[src/sv/tcf_pkg.sv]
// tcf_pkg: shared types, constants and the control store of the tilt filter
// used by tcf_datapath and tilt_complementary_filter; no dependencies
`default_nettype none

package tcf_pkg;

  // fixed point format of the fused angle
  localparam int FRAC_BITS = 16;
  localparam int FUSED_W   = 10 + FRAC_BITS;

  // working width of the fused angle and its error term (signed)
  localparam int XW   = FRAC_BITS + 19;
  // shared multiplier operands and product
  localparam int MA_W = XW;
  localparam int MB_W = 17;
  localparam int PW   = MA_W + MB_W;

  // configuration port
  localparam int CFG_IDX_W  = 3;
  localparam int CFG_DATA_W = 16;

  typedef enum logic [CFG_IDX_W-1:0] {
    CFG_GYRO_OFFSET  = 3'd0,
    CFG_GYRO_GAIN    = 3'd1,
    CFG_RATE_COEFF   = 3'd2,
    CFG_FUSION_COEFF = 3'd3,
    CFG_FUSED_MIN    = 3'd4,
    CFG_FUSED_MAX    = 3'd5
  } cfg_idx_e;

  // reset values of the registers and the state
  localparam logic [7:0]  RST_GYRO_OFFSET  = 8'd26;
  localparam logic [15:0] RST_GYRO_GAIN    = 16'd32408;
  localparam logic [15:0] RST_RATE_COEFF   = 16'd328;
  localparam logic [15:0] RST_FUSION_COEFF = 16'd328;
  localparam logic [9:0]  RST_FUSED_MIN    = 10'd100;
  localparam logic [9:0]  RST_FUSED_MAX    = 10'd900;
  localparam logic [9:0]  RST_FUSED_INT    = 10'd100;

  // multiplier operand selection
  typedef enum logic [1:0] {
    MUL_GAIN = 2'd0,
    MUL_RC   = 2'd1,
    MUL_FC   = 2'd2
  } mul_sel_e;

  // program steps
  typedef enum logic [2:0] {
    ST_IN    = 3'd0,
    ST_MULG  = 3'd1,
    ST_RATE  = 3'd2,
    ST_MULRC = 3'd3,
    ST_SUB   = 3'd4,
    ST_MULFC = 3'd5,
    ST_FUSE  = 3'd6
  } step_e;

  // datapath control, one set per step
  typedef struct packed {
    mul_sel_e mul_sel;
    logic     load_in;
    logic     mul_en;
    logic     rate_en;
    logic     sub_en;
    logic     fuse_en;
  } ctrl_t;

  // one control word of the program
  typedef struct packed {
    ctrl_t ctrl;
    logic  wait_in;
    logic  wait_out;
    step_e next;
  } ucode_t;

  // results handed from datapath to the output register
  typedef struct packed {
    logic [9:0]         rate_out;
    logic [9:0]         fused_angle_out;
    logic signed [11:0] unfused_angle;
  } res_t;

  // control store
  function automatic ucode_t tcf_ucode(step_e s);
    ucode_t w;
    w.ctrl.mul_sel = MUL_GAIN;
    w.ctrl.load_in = 1'b0;
    w.ctrl.mul_en  = 1'b0;
    w.ctrl.rate_en = 1'b0;
    w.ctrl.sub_en  = 1'b0;
    w.ctrl.fuse_en = 1'b0;
    w.wait_in      = 1'b0;
    w.wait_out     = 1'b0;
    w.next         = ST_IN;
    case (s)
      ST_IN: begin
        w.ctrl.load_in = 1'b1;
        w.wait_in      = 1'b1;
        w.next         = ST_MULG;
      end
      ST_MULG: begin
        w.ctrl.mul_sel = MUL_GAIN;
        w.ctrl.mul_en  = 1'b1;
        w.next         = ST_RATE;
      end
      ST_RATE: begin
        w.ctrl.rate_en = 1'b1;
        w.next         = ST_MULRC;
      end
      ST_MULRC: begin
        w.ctrl.mul_sel = MUL_RC;
        w.ctrl.mul_en  = 1'b1;
        w.next         = ST_SUB;
      end
      ST_SUB: begin
        w.ctrl.sub_en = 1'b1;
        w.next        = ST_MULFC;
      end
      ST_MULFC: begin
        w.ctrl.mul_sel = MUL_FC;
        w.ctrl.mul_en  = 1'b1;
        w.next         = ST_FUSE;
      end
      ST_FUSE: begin
        w.ctrl.fuse_en = 1'b1;
        w.wait_out     = 1'b1;
        w.next         = ST_IN;
      end
      default: begin
        w.next = ST_IN;
      end
    endcase
    return w;
  endfunction

endpackage

`default_nettype wire

[src/sv/tcf_datapath.sv]
// tcf_datapath: registers, shared multiplier and fused angle state of the tilt filter
// depends on tcf_pkg; driven step by step by the sequencer in the top level
`default_nettype none

module tcf_datapath
  import tcf_pkg::*;
(
  input  wire logic               clk_i,
  input  wire logic               rst_ni,
  input  wire ctrl_t              ctrl_i,
  input  wire logic signed [15:0] accel_sample_i,
  input  wire logic signed [15:0] gyro_sample_i,
  input  wire logic [7:0]         gyro_offset_i,
  input  wire logic [15:0]        gyro_gain_i,
  input  wire logic [15:0]        rate_coeff_i,
  input  wire logic [15:0]        fusion_coeff_i,
  input  wire logic [9:0]         fused_min_i,
  input  wire logic [9:0]         fused_max_i,
  output res_t                    res_o
);

  logic signed [11:0]   ang_q, ang_d;
  logic signed [14:0]   gv_q, gv_d;
  logic signed [PW-1:0] prod_q, prod_d;
  logic signed [15:0]   rate_q, rate_d;
  logic signed [XW-1:0] x_q, x_d;
  logic signed [XW-1:0] err_q, err_d;
  logic [FUSED_W-1:0]   fused_q, fused_d;

  // accelerometer angle and offset gyro value
  logic signed [15:0] accel_sh, gyro_sh;
  logic signed [14:0] ang_sum;
  logic signed [16:0] gyro_ext, gv_wide;

  always_comb begin
    accel_sh = accel_sample_i >>> 2;
    gyro_sh  = gyro_sample_i >>> 2;
    ang_sum  = 15'(accel_sh) + 15'sd4000;
    ang_d    = 12'(ang_sum >>> 3);
    gyro_ext = 17'(gyro_sh);
    gv_wide  = -gyro_ext - $signed({9'd0, gyro_offset_i});
    gv_d     = 15'(gv_wide);
  end

  // shared multiplier
  logic signed [MA_W-1:0] mul_a;
  logic signed [MB_W-1:0] mul_b;

  always_comb begin
    case (ctrl_i.mul_sel)
      MUL_GAIN: begin
        mul_a = MA_W'(gv_q);
        mul_b = $signed({1'b0, gyro_gain_i});
      end
      MUL_RC: begin
        mul_a = MA_W'(rate_q);
        mul_b = $signed({1'b0, rate_coeff_i});
      end
      MUL_FC: begin
        mul_a = err_q;
        mul_b = $signed({1'b0, fusion_coeff_i});
      end
      default: begin
        mul_a = '0;
        mul_b = '0;
      end
    endcase
    prod_d = mul_a * mul_b;
  end

  // rate: product truncated toward zero by 14 bits, saturated to 16 bits
  logic signed [PW-15:0] rate_t;

  always_comb begin
    rate_t = (PW-14)'(prod_q >>> 14);
    if (prod_q[PW-1] && (|prod_q[13:0])) begin
      rate_t = rate_t + (PW-14)'(1);
    end
    if (rate_t > 32767) begin
      rate_d = 16'sh7fff;
    end else if (rate_t < -32768) begin
      rate_d = -16'sh8000;
    end else begin
      rate_d = 16'(rate_t);
    end
  end

  // rate integration: rate * rate_coeff rescaled to the state format, then error
  logic signed [PW+FRAC_BITS-1:0] term_sh, term_t;
  logic signed [XW-1:0]           term, fused_ext, ang_fx, x_sub;

  always_comb begin
    term_sh = $signed({prod_q, {FRAC_BITS{1'b0}}});
    term_t  = term_sh >>> 16;
    if (term_sh[PW+FRAC_BITS-1] && (|term_sh[15:0])) begin
      term_t = term_t + (PW+FRAC_BITS)'(1);
    end
    term      = XW'(term_t);
    fused_ext = $signed({{(XW-FUSED_W){1'b0}}, fused_q});
    x_sub     = fused_ext - term;
    ang_fx    = XW'(ang_q) <<< FRAC_BITS;
    err_d     = ang_fx - x_sub;
  end

  // fusion step, clamp and results
  logic signed [PW-17:0] fuse_t;
  logic signed [XW-1:0]  x_fuse, lo, hi, x_clamp;
  logic [9:0]            ip;
  logic signed [16:0]    rate_ext, ro_sum, ro_half;

  always_comb begin
    fuse_t = (PW-16)'(prod_q >>> 16);
    if (prod_q[PW-1] && (|prod_q[15:0])) begin
      fuse_t = fuse_t + (PW-16)'(1);
    end
    x_fuse = x_q + XW'(fuse_t);
    lo = $signed({{(XW-FUSED_W){1'b0}}, fused_min_i, {FRAC_BITS{1'b0}}});
    hi = $signed({{(XW-FUSED_W){1'b0}}, fused_max_i, {FRAC_BITS{1'b0}}});
    if (x_fuse < lo) begin
      x_clamp = lo;
    end else if (x_fuse > hi) begin
      x_clamp = hi;
    end else begin
      x_clamp = x_fuse;
    end
    fused_d = x_clamp[FUSED_W-1:0];
    ip      = x_clamp[FUSED_W-1:FRAC_BITS];

    res_o.unfused_angle = ang_q;
    if (ip > 10'd999) begin
      res_o.fused_angle_out = 10'd0;
    end else begin
      res_o.fused_angle_out = 10'd999 - ip;
    end

    rate_ext = 17'(rate_q);
    ro_sum   = rate_ext + 17'sd1000;
    ro_half  = ro_sum >>> 1;
    if (ro_half < 0) begin
      res_o.rate_out = 10'd0;
    end else if (ro_half > 17'sd999) begin
      res_o.rate_out = 10'd999;
    end else begin
      res_o.rate_out = ro_half[9:0];
    end
  end

  // x holds the state after rate integration
  assign x_d = x_sub;

  // payload registers
  always_ff @(posedge clk_i) begin
    if (ctrl_i.load_in) begin
      ang_q <= ang_d;
      gv_q  <= gv_d;
    end
    if (ctrl_i.mul_en) begin
      prod_q <= prod_d;
    end
    if (ctrl_i.rate_en) begin
      rate_q <= rate_d;
    end
    if (ctrl_i.sub_en) begin
      x_q   <= x_d;
      err_q <= err_d;
    end
  end

  // fused angle state
  always_ff @(posedge clk_i or negedge rst_ni) begin
    if (!rst_ni) begin
      fused_q <= {RST_FUSED_INT, {FRAC_BITS{1'b0}}};
    end else if (ctrl_i.fuse_en) begin
      fused_q <= fused_d;
    end
  end

endmodule

`default_nettype wire

[src/sv/tilt_complementary_filter.sv]
// tilt_complementary_filter: top level with stream ports, registers and step sequencer
// depends on tcf_pkg and tcf_datapath
`default_nettype none

// Fuses one accelerometer Z and one gyro Y sample per transaction into a tilt
// angle kept in unsigned fixed point with FRAC_BITS fraction bits, and returns
// the unfused angle, the fused angle and the scaled rate as one result. After
// acceptance, an item runs through the six steps after the input step of the
// seven-step control program, which runs one shared multiplier over three
// dependent products (gyro gain, rate coefficient, fusion coefficient); the last
// step loads the result into the output register, and a new item is accepted no
// earlier than the cycle after that, so items do not overlap; the last step waits
// while an earlier result is still unread. The user must write registers through
// the plain write port only while no item is in flight; the block does not
// enforce this.
module tilt_complementary_filter
  import tcf_pkg::*;
(
  input  wire logic                  clk_i,
  input  wire logic                  rst_ni,
  // input stream
  input  wire logic                  s_axis_tvalid,
  output logic                       s_axis_tready,
  input  wire logic [31:0]           s_axis_tdata,  // accel_sample[15:0], gyro_sample[31:16]
  // result stream
  output logic                       m_axis_tvalid,
  input  wire logic                  m_axis_tready,
  output logic [31:0]                m_axis_tdata,  // unfused_angle[11:0],
                                                    // fused_angle_out[21:12], rate_out[31:22]
  // configuration write port
  input  wire logic                  cfg_we_i,
  input  wire logic [CFG_IDX_W-1:0]  cfg_idx_i,
  input  wire logic [CFG_DATA_W-1:0] cfg_wdata_i
);

  // configuration registers
  logic [7:0]  gyro_offset_q;
  logic [15:0] gyro_gain_q, rate_coeff_q, fusion_coeff_q;
  logic [9:0]  fused_min_q, fused_max_q;

  always_ff @(posedge clk_i or negedge rst_ni) begin
    if (!rst_ni) begin
      gyro_offset_q  <= RST_GYRO_OFFSET;
      gyro_gain_q    <= RST_GYRO_GAIN;
      rate_coeff_q   <= RST_RATE_COEFF;
      fusion_coeff_q <= RST_FUSION_COEFF;
      fused_min_q    <= RST_FUSED_MIN;
      fused_max_q    <= RST_FUSED_MAX;
    end else if (cfg_we_i) begin
      case (cfg_idx_i)
        CFG_GYRO_OFFSET:  gyro_offset_q  <= cfg_wdata_i[7:0];
        CFG_GYRO_GAIN:    gyro_gain_q    <= cfg_wdata_i;
        CFG_RATE_COEFF:   rate_coeff_q   <= cfg_wdata_i;
        CFG_FUSION_COEFF: fusion_coeff_q <= cfg_wdata_i;
        CFG_FUSED_MIN:    fused_min_q    <= cfg_wdata_i[9:0];
        CFG_FUSED_MAX:    fused_max_q    <= cfg_wdata_i[9:0];
        default: ;
      endcase
    end
  end

  // sequencer: step counter, control word, stalls
  step_e  step_q, step_d;
  ucode_t uw;
  logic   in_txn, stall, out_load;
  ctrl_t  ctrl;

  always_comb begin
    uw       = tcf_ucode(step_q);
    in_txn   = s_axis_tvalid && uw.wait_in;
    stall    = (uw.wait_in && !s_axis_tvalid) ||
               (uw.wait_out && m_axis_tvalid && !m_axis_tready);
    out_load = uw.wait_out && !stall;
    step_d   = stall ? step_q : uw.next;

    ctrl         = uw.ctrl;
    ctrl.load_in = uw.ctrl.load_in && in_txn;
    ctrl.mul_en  = uw.ctrl.mul_en && !stall;
    ctrl.rate_en = uw.ctrl.rate_en && !stall;
    ctrl.sub_en  = uw.ctrl.sub_en && !stall;
    ctrl.fuse_en = uw.ctrl.fuse_en && !stall;
  end

  assign s_axis_tready = uw.wait_in;

  always_ff @(posedge clk_i or negedge rst_ni) begin
    if (!rst_ni) begin
      step_q <= ST_IN;
    end else begin
      step_q <= step_d;
    end
  end

  // datapath
  res_t res;

  tcf_datapath u_datapath (
    .clk_i          (clk_i),
    .rst_ni         (rst_ni),
    .ctrl_i         (ctrl),
    .accel_sample_i (s_axis_tdata[15:0]),
    .gyro_sample_i  (s_axis_tdata[31:16]),
    .gyro_offset_i  (gyro_offset_q),
    .gyro_gain_i    (gyro_gain_q),
    .rate_coeff_i   (rate_coeff_q),
    .fusion_coeff_i (fusion_coeff_q),
    .fused_min_i    (fused_min_q),
    .fused_max_i    (fused_max_q),
    .res_o          (res)
  );

  // output register
  logic out_valid_q, out_valid_d;
  res_t out_q;

  always_comb begin
    if (out_load) begin
      out_valid_d = 1'b1;
    end else if (m_axis_tready) begin
      out_valid_d = 1'b0;
    end else begin
      out_valid_d = out_valid_q;
    end
  end

  always_ff @(posedge clk_i or negedge rst_ni) begin
    if (!rst_ni) begin
      out_valid_q <= 1'b0;
    end else begin
      out_valid_q <= out_valid_d;
    end
  end

  always_ff @(posedge clk_i) begin
    if (out_load) begin
      out_q <= res;
    end
  end

  assign m_axis_tvalid = out_valid_q;
  assign m_axis_tdata  = out_q;

endmodule

`default_nettype wire

[config.mk]
export PLATFORM = sky130hd
export DESIGN_NAME = tilt_complementary_filter
export DESIGN_NICKNAME = d
export VERILOG_FILES = /design/src/sv/tcf_pkg.sv /design/src/sv/tcf_datapath.sv /design/src/sv/tilt_complementary_filter.sv
export SDC_FILE = /design/constraint.sdc
export NUM_CORES = 2
export LEC_CHECK = 0
export ABC_AREA = 1
export BUFFER_PORTS_ARGS = -buffer_cell sky130_fd_sc_hd__buf_2
export CAP_MARGIN = 10
export CELL_PAD_IN_SITES_DETAIL_PLACEMENT = 1
export CELL_PAD_IN_SITES_GLOBAL_PLACEMENT = 2
export CORE_MARGIN = 8
export CORE_UTILIZATION = 43
export DETAILED_ROUTE_END_ITERATION = 10
export PLACE_DENSITY_LB_ADDON = 0.3
export SLEW_MARGIN = 20
export SYNTH_ARGS = -nofsm -noshare
export SYNTH_HDL_FRONTEND = slang
export SYNTH_SLANG_ARGS = --single-unit
[constraint.sdc]
create_clock -name clk_i -period 19.2 [get_ports clk_i]
set_input_delay 1.92 -clock clk_i [delete_from_list [all_inputs] [get_ports clk_i]]
set_output_delay 1.92 -clock clk_i [all_outputs]
set_load 0.02 [all_outputs]
# ---- Word-level counts from Yosys, hierarchy flattened
# Index checks and enable logic that the tools add are counted.
dict set report word_totals {
  input_bits 56
  word_cells 96
  ff_bits 303
  output_inout_bits 34
}
dict set report classes {
  reduce_logical 29
  n_eq_ne 13
  n_lt_le_gt_ge 7
  n_mul 1
  mux 17
  n_addsub 10
}
# op n
set ops {}
lappend ops {{35-bit one-hot mux with 3 select lines} 1}
lappend ops {{35-bit by 17-bit multiplier with 52-bit output} 1}
lappend ops {{26-bit two-way mux} 2}
lappend ops {{16-bit one-hot mux with 3 select lines} 1}
lappend ops {{38-bit by 2-bit adder with 38-bit output, second input constant} 1}
lappend ops {{38-bit by 16-bit greater-than comparator with 1-bit output, second input constant} 1}
lappend ops {{38-bit by 16-bit less-than comparator with 1-bit output, second input constant} 1}
lappend ops {{38-bit two-way mux} 1}
lappend ops {{35-bit by 2-bit adder with 35-bit output, second input constant} 1}
lappend ops {{35-bit adder} 1}
lappend ops {{35-bit by 27-bit greater-than comparator with 1-bit output} 1}
lappend ops {{35-bit by 27-bit less-than comparator with 1-bit output} 1}
lappend ops {{35-bit two-way mux} 1}
lappend ops {{27-bit by 35-bit subtractor with 35-bit output} 1}
lappend ops {{28-bit by 35-bit subtractor with 35-bit output} 1}
lappend ops {{3-bit one-hot mux with 6 select lines} 1}
lappend ops {{16-bit by 11-bit adder with 17-bit output, second input constant} 1}
lappend ops {{16-bit by 11-bit greater-than comparator with 1-bit output, second input constant} 1}
lappend ops {{16-bit by 1-bit less-than comparator with 1-bit output, second input constant} 1}
lappend ops {{16-bit two-way mux} 1}
lappend ops {{16-bit OR reduction} 1}
lappend ops {{14-bit by 13-bit adder with 15-bit output, second input constant} 1}
lappend ops {{3-bit equality test, second input constant} 5}
lappend ops {{14-bit negator with 15-bit output} 1}
lappend ops {{20 further kinds} 48}

# ---- Logic depth before layout (Yosys ltp)
dict set report depth {
  word_depth 8
  ltp_mapped 47
  mapped_depth_nobuf 46
}

# ---- Cells and area by module
# Synthesis repeated with hierarchy kept, for this count alone.
dict set report hier_totals {
  hier_cells 5226
  hier_area_um2 40988.1
}
# mod n_inst cells_each seq_area_each_um2 area_each_um2
set by_module_without_submodules {}
lappend by_module_without_submodules {tcf_datapath 1 4851 5579.1 36702.7}
lappend by_module_without_submodules {tilt_complementary_filter 1 375 2994.1 4285.4}

# ---- Worst setup path after synthesis
# No wires, ideal clock.
dict set report synth_timing {
  kind {register -> register}
  start {register step_q[1]}
  end {register u_datapath.prod_q[27], data pin}
  path_slack_ns 11.986
  n_path_buf 2
  period_less_slack_ns 7.214
  stages_incl_launch_ff 31
  t_required_ns 18.948
  setup_time_ns 0.252
  arrival_ns 6.961
  path_cell_list {dfrtp_1 inv_1 nand2_1 nor2_1 nor2_1 clkbuf_1 a21oi_1 clkbuf_1 nor2_1 fa_1 inv_1 fa_1 fa_1 fa_1 inv_1 fa_1 inv_1 fa_1 inv_1 ha_1 a21oi_1 a21boi_0 o21ai_1 a21boi_0 o21ai_1 a21boi_0 o21ai_1 nand3_1 nand2_1 nand2_1 nand2_1}
}
dict set report synth_between {
  elab_chain_len 5
  word_cells_on_any_way 9
  classes_between {mul (1); eq/ne (4); mux (3); reduce/logical (1)}
}
# item line
set synth_lines {}
lappend synth_lines {{start: declaration} tilt_complementary_filter.sv:63} ;# step_e step_q, step_d;
lappend synth_lines {{start signal: assignment} tilt_complementary_filter.sv:90} ;# step_q <= step_d;
lappend synth_lines {{3-bit equality test / 3-bit by 2-bit equality test with 1-bit output (equally long branches)} tcf_pkg.sv:95} ;# case (s)
lappend synth_lines {{2-bit one-hot mux with 2 select lines (*)} tcf_pkg.sv:95}
lappend synth_lines {{2-bit equality test, or another cell as far along} tcf_datapath.sv:50} ;# case (ctrl_i.mul_sel)
lappend synth_lines {{35-bit one-hot mux with 3 select lines / 16-bit one-hot mux with 3 select lines (equally long branches)} tcf_datapath.sv:50}
lappend synth_lines {{35-bit by 17-bit multiplier with 52-bit output (*)} tcf_datapath.sv:68} ;# prod_d = mul_a * mul_b;
lappend synth_lines {{net u_datapath.prod_d[27]} tcf_datapath.sv:24} ;# logic signed [PW-1:0] prod_q, prod_d;
lappend synth_lines {{end signal: assignment} tcf_datapath.sv:158} ;# prod_q <= prod_d;
lappend synth_lines {{end: declaration} tcf_datapath.sv:24}
# Mark *: on every way through the listed nets, which the timed path passes. The rest lies on a longest branch.
# A chain may end at the register's enable or synchronous reset.

# ---- Final worst setup path
# Same ends and word-level chain as after synthesis.

==> results.cfg <==
[global_routing]
grt_usage = 0.269
grt_start_max_net_pins = 71
antenna_found_initial = 6
grt_pass1_vias = 35800
overflow = 0
grt_pass1_wl_mm = 212

[placed_design]
place_congestion = 0.947
port_buffers = 82
pre_cts_slack_ns = 10.0
dpl.hpwl_mm = 112
place_area_um2 = 41300

[floorplan]
start_util = 0.432
design.core.area_um2 = 91200
boundaryPins = 90
die-width_um = 319
die_height_um = 319
dieArea_um2 = 102000
rows = 111

[timing]
slew_headroom = 0.270
max_freq_mhz = 108
finalClockSkew_ns = 0.0456
worst_slack_ns = 9.93
timing.final.crit_share = 0.483
report.final.slew_viol_count = 0
setup_viol = 0
finalHoldViolations = 0
rsz0062_at_grt = false
tightestPinTransition_ns = 1.10
setup_tns_ns = 0
min_period_ns = 9.27

[clock_tree]
path_clk_slew_ns = 0.06
cts_made_buffers = 37
cts_htree_levels = 2
cts_tree = built
cts_sinks = 302
cts_buffer_depth = 3
cts_resized = 0
post_cts_buffers = 0
cts_root_buf = clkbuf_16
clk_latency_ns = 0.59
postCtsHoldBufs = 0

[layout]
num_antenna_cells = 0
layout_common_cells = 1105 x inv_1, 1059 x nand2_1, 534 x fa_1
final_common_cell = inv_1
fin_nets = 5781
drive_gt1_frac = 0.0650
final_cell_area_um2 = 42600
area_growth_pct = 8.03

[setup_path]
r2r_cells = 30
timing.critical_path.slowest_cell_delay_ns = 0.59
regToRegStartpoint = step_q[1]
cp-start-kind = flip-flop
cp-startpoint = step_q[1]
critPathRequiredTime_ns = 19.50
worstPathArrival_ns = 9.57
worstPathMaxFanout = 31
path_class = reg2reg
r2r_slack_ns = 9.93
cpMaxStageDelayCell = fa_1
endpoint_kind = flip-flop
regToRegEndpoint = u_datapath.prod_q[27]

[min_path]
min_from = fused_min_q[9]
min_to = fused_min_q[9]
min_path_type = reg2reg
whs_path_depth = 2

[synthesis]
synthesis.nets = 5727
synthTopCellsByArea = fa_1 27%, edfxtp_1 15%, inv_1 11%, nand2_1 10%, ha_1 7.9%
syn_avg_cell_area_um2 = 8.06
synth-simple-area-share = 0.190
seq_area_frac_synth = 0.218
synth_top_area_share = 0.271
synth_top_area_cell = fa_1
synth_area_um2 = 39400
syn_inst = 4888
synth_fa_ha_area_frac = 0.350
ys_ff_latch = 302
muxShareOfSynthArea = 0
yosysWarnings = 0
synth_top_family_by_area = adder cells
yosys_most_used_dff = edfxtp_1
synth_edf_count = 196
synthArstFlopShare = 0.351
synthDistinctLibCells = 61
synth_compound_area_frac = 0.0758
yosys.area_share.xor_xnor = 0.0458

[routing]
drt-wirelength-per-cell_um = 22.2
drt_first_iter_violations = 2019
drc_errors = 0
wl_mm = 137
vias = 32600
antenna_left = 0
drt_first_pass_iters = 5
vias_per_cell = 5.30

[run_status]
status = completed

[run]
drv_cap = 0
==> worst max-delay path: cells and delay by family, from the launching register on <==
kind            cells  cell delay [ns]
flops               1             0.40
compound gates      9             2.44
simple gates        8             1.24
fa+ha+maj           7             3.48
buf+inv             6             1.36
==> per-layer routing <==
| metal | part of all wire | GRT usage | vias up |
|---|---|---|---|
| li1 | - | - | 15000 |
| met1 | 0.44 | 0.357 | 16600 |
| met2 | 0.48 | 0.454 | 790 |
| met3 | 0.047 | 0.0329 | 196 |
| met4 | 0.037 | 0.0895 | 0 |
| met5 | 0 | 0 | - |
==> stage by stage <==
stage | utilization | hold slack, ns | cells
after floorplan | - | 0.433 | 4888
after global placement | 0.452 | 0.467 | 6089
after detailed placement | 0.452 | 0.473 | 6089
after CTS | 0.467 | 0.489 | 6157
after global routing | 0.467 | 0.501 | 6157
final | 0.467 | 0.483 | 6157
==> state kept, by name (all words and copies together), names as in the netlist, 16 cells and up <==
name / count
u_datapath.prod_q: 52
u_datapath.err_q: 35
u_datapath.x_q: 34
m_axis_tdata: 32
u_datapath.fused_q: 26
fusion_coeff_q: 16
gyro_gain_q: 16
rate_coeff_q: 16
u_datapath.rate_q: 16
==> synth_stat cells (5+ instances only) <==
| cell | instances |
|---|---|
| o21ai_0 | 182 |
| nand2_1 | 1059 |
| o31ai_1 | 5 |
| o21bai_1 | 9 |
| edfxtp_1 | 196 |
| a21boi_0 | 5 |
| nand3_2 | 7 |
| nand2_2 | 13 |
| a31oi_1 | 23 |
| nand3b_1 | 9 |
| clkbuf_1 | 107 |
| xnor2_1 | 52 |
| o211ai_1 | 5 |
| nor4_1 | 13 |
| nand2_4 | 8 |
| nor2_2 | 9 |
| clkinv_1 | 5 |
| a22o_1 | 24 |
| ha_1 | 249 |
| o21ai_1 | 18 |
| a21oi_1 | 211 |
| nor3_1 | 66 |
| a21o_1 | 10 |
| o221ai_1 | 5 |
| nand3_1 | 115 |
| nor2_1 | 453 |
| dfstp_2 | 28 |
| xor2_1 | 154 |
| inv_2 | 23 |
| nand4_1 | 33 |
| o21a_1 | 11 |
| inv_1 | 1107 |
| dfrtp_1 | 78 |
| fa_1 | 534 |
==> kinds of logic (layout without fill, tap and decap cells) <==
group,Yosys count,after routing
AND/OR/NAND/NOR,1811,1811
buffers and inverters,1256,1339
adder cells (fa/ha/maj),783,783
AO/OA/AOI/OAI,530,530
flip-flops,302,302
XOR/XNOR,206,206
==> worst max path at each step <==
| stage | endpoint | cells past startpoint | slack, ns |
|---|---|---|---|
| after floorplan | u_datapath.prod_q[27] | 30 | 11.99 |
| after global placement | u_datapath.prod_q[47] | 26 | 10.06 |
| after detailed placement | u_datapath.prod_q[47] | 26 | 10.0 |
| after CTS | u_datapath.prod_q[47] | 26 | 9.92 |
| after global routing | u_datapath.prod_q[47] | 26 | 9.36 |
| final | u_datapath.prod_q[27] | 30 | 9.93 |
==> layout make-up <==
class | count | area [um^2]
flip-flops and latches | 302 | 8570
clock inverters | 18 | 270
multi-input cells | 3330 | 26200
well taps | 1186 | 1480
clock buffers | 50 | 1010
fillers | 11100 | 48700
repair buffers | 135 | 811
inverters | 1136 | 4270
Power is left out: the tool's default activity adds up to more than one toggle a clock period on the data nets, which glitch-free logic cannot reach.
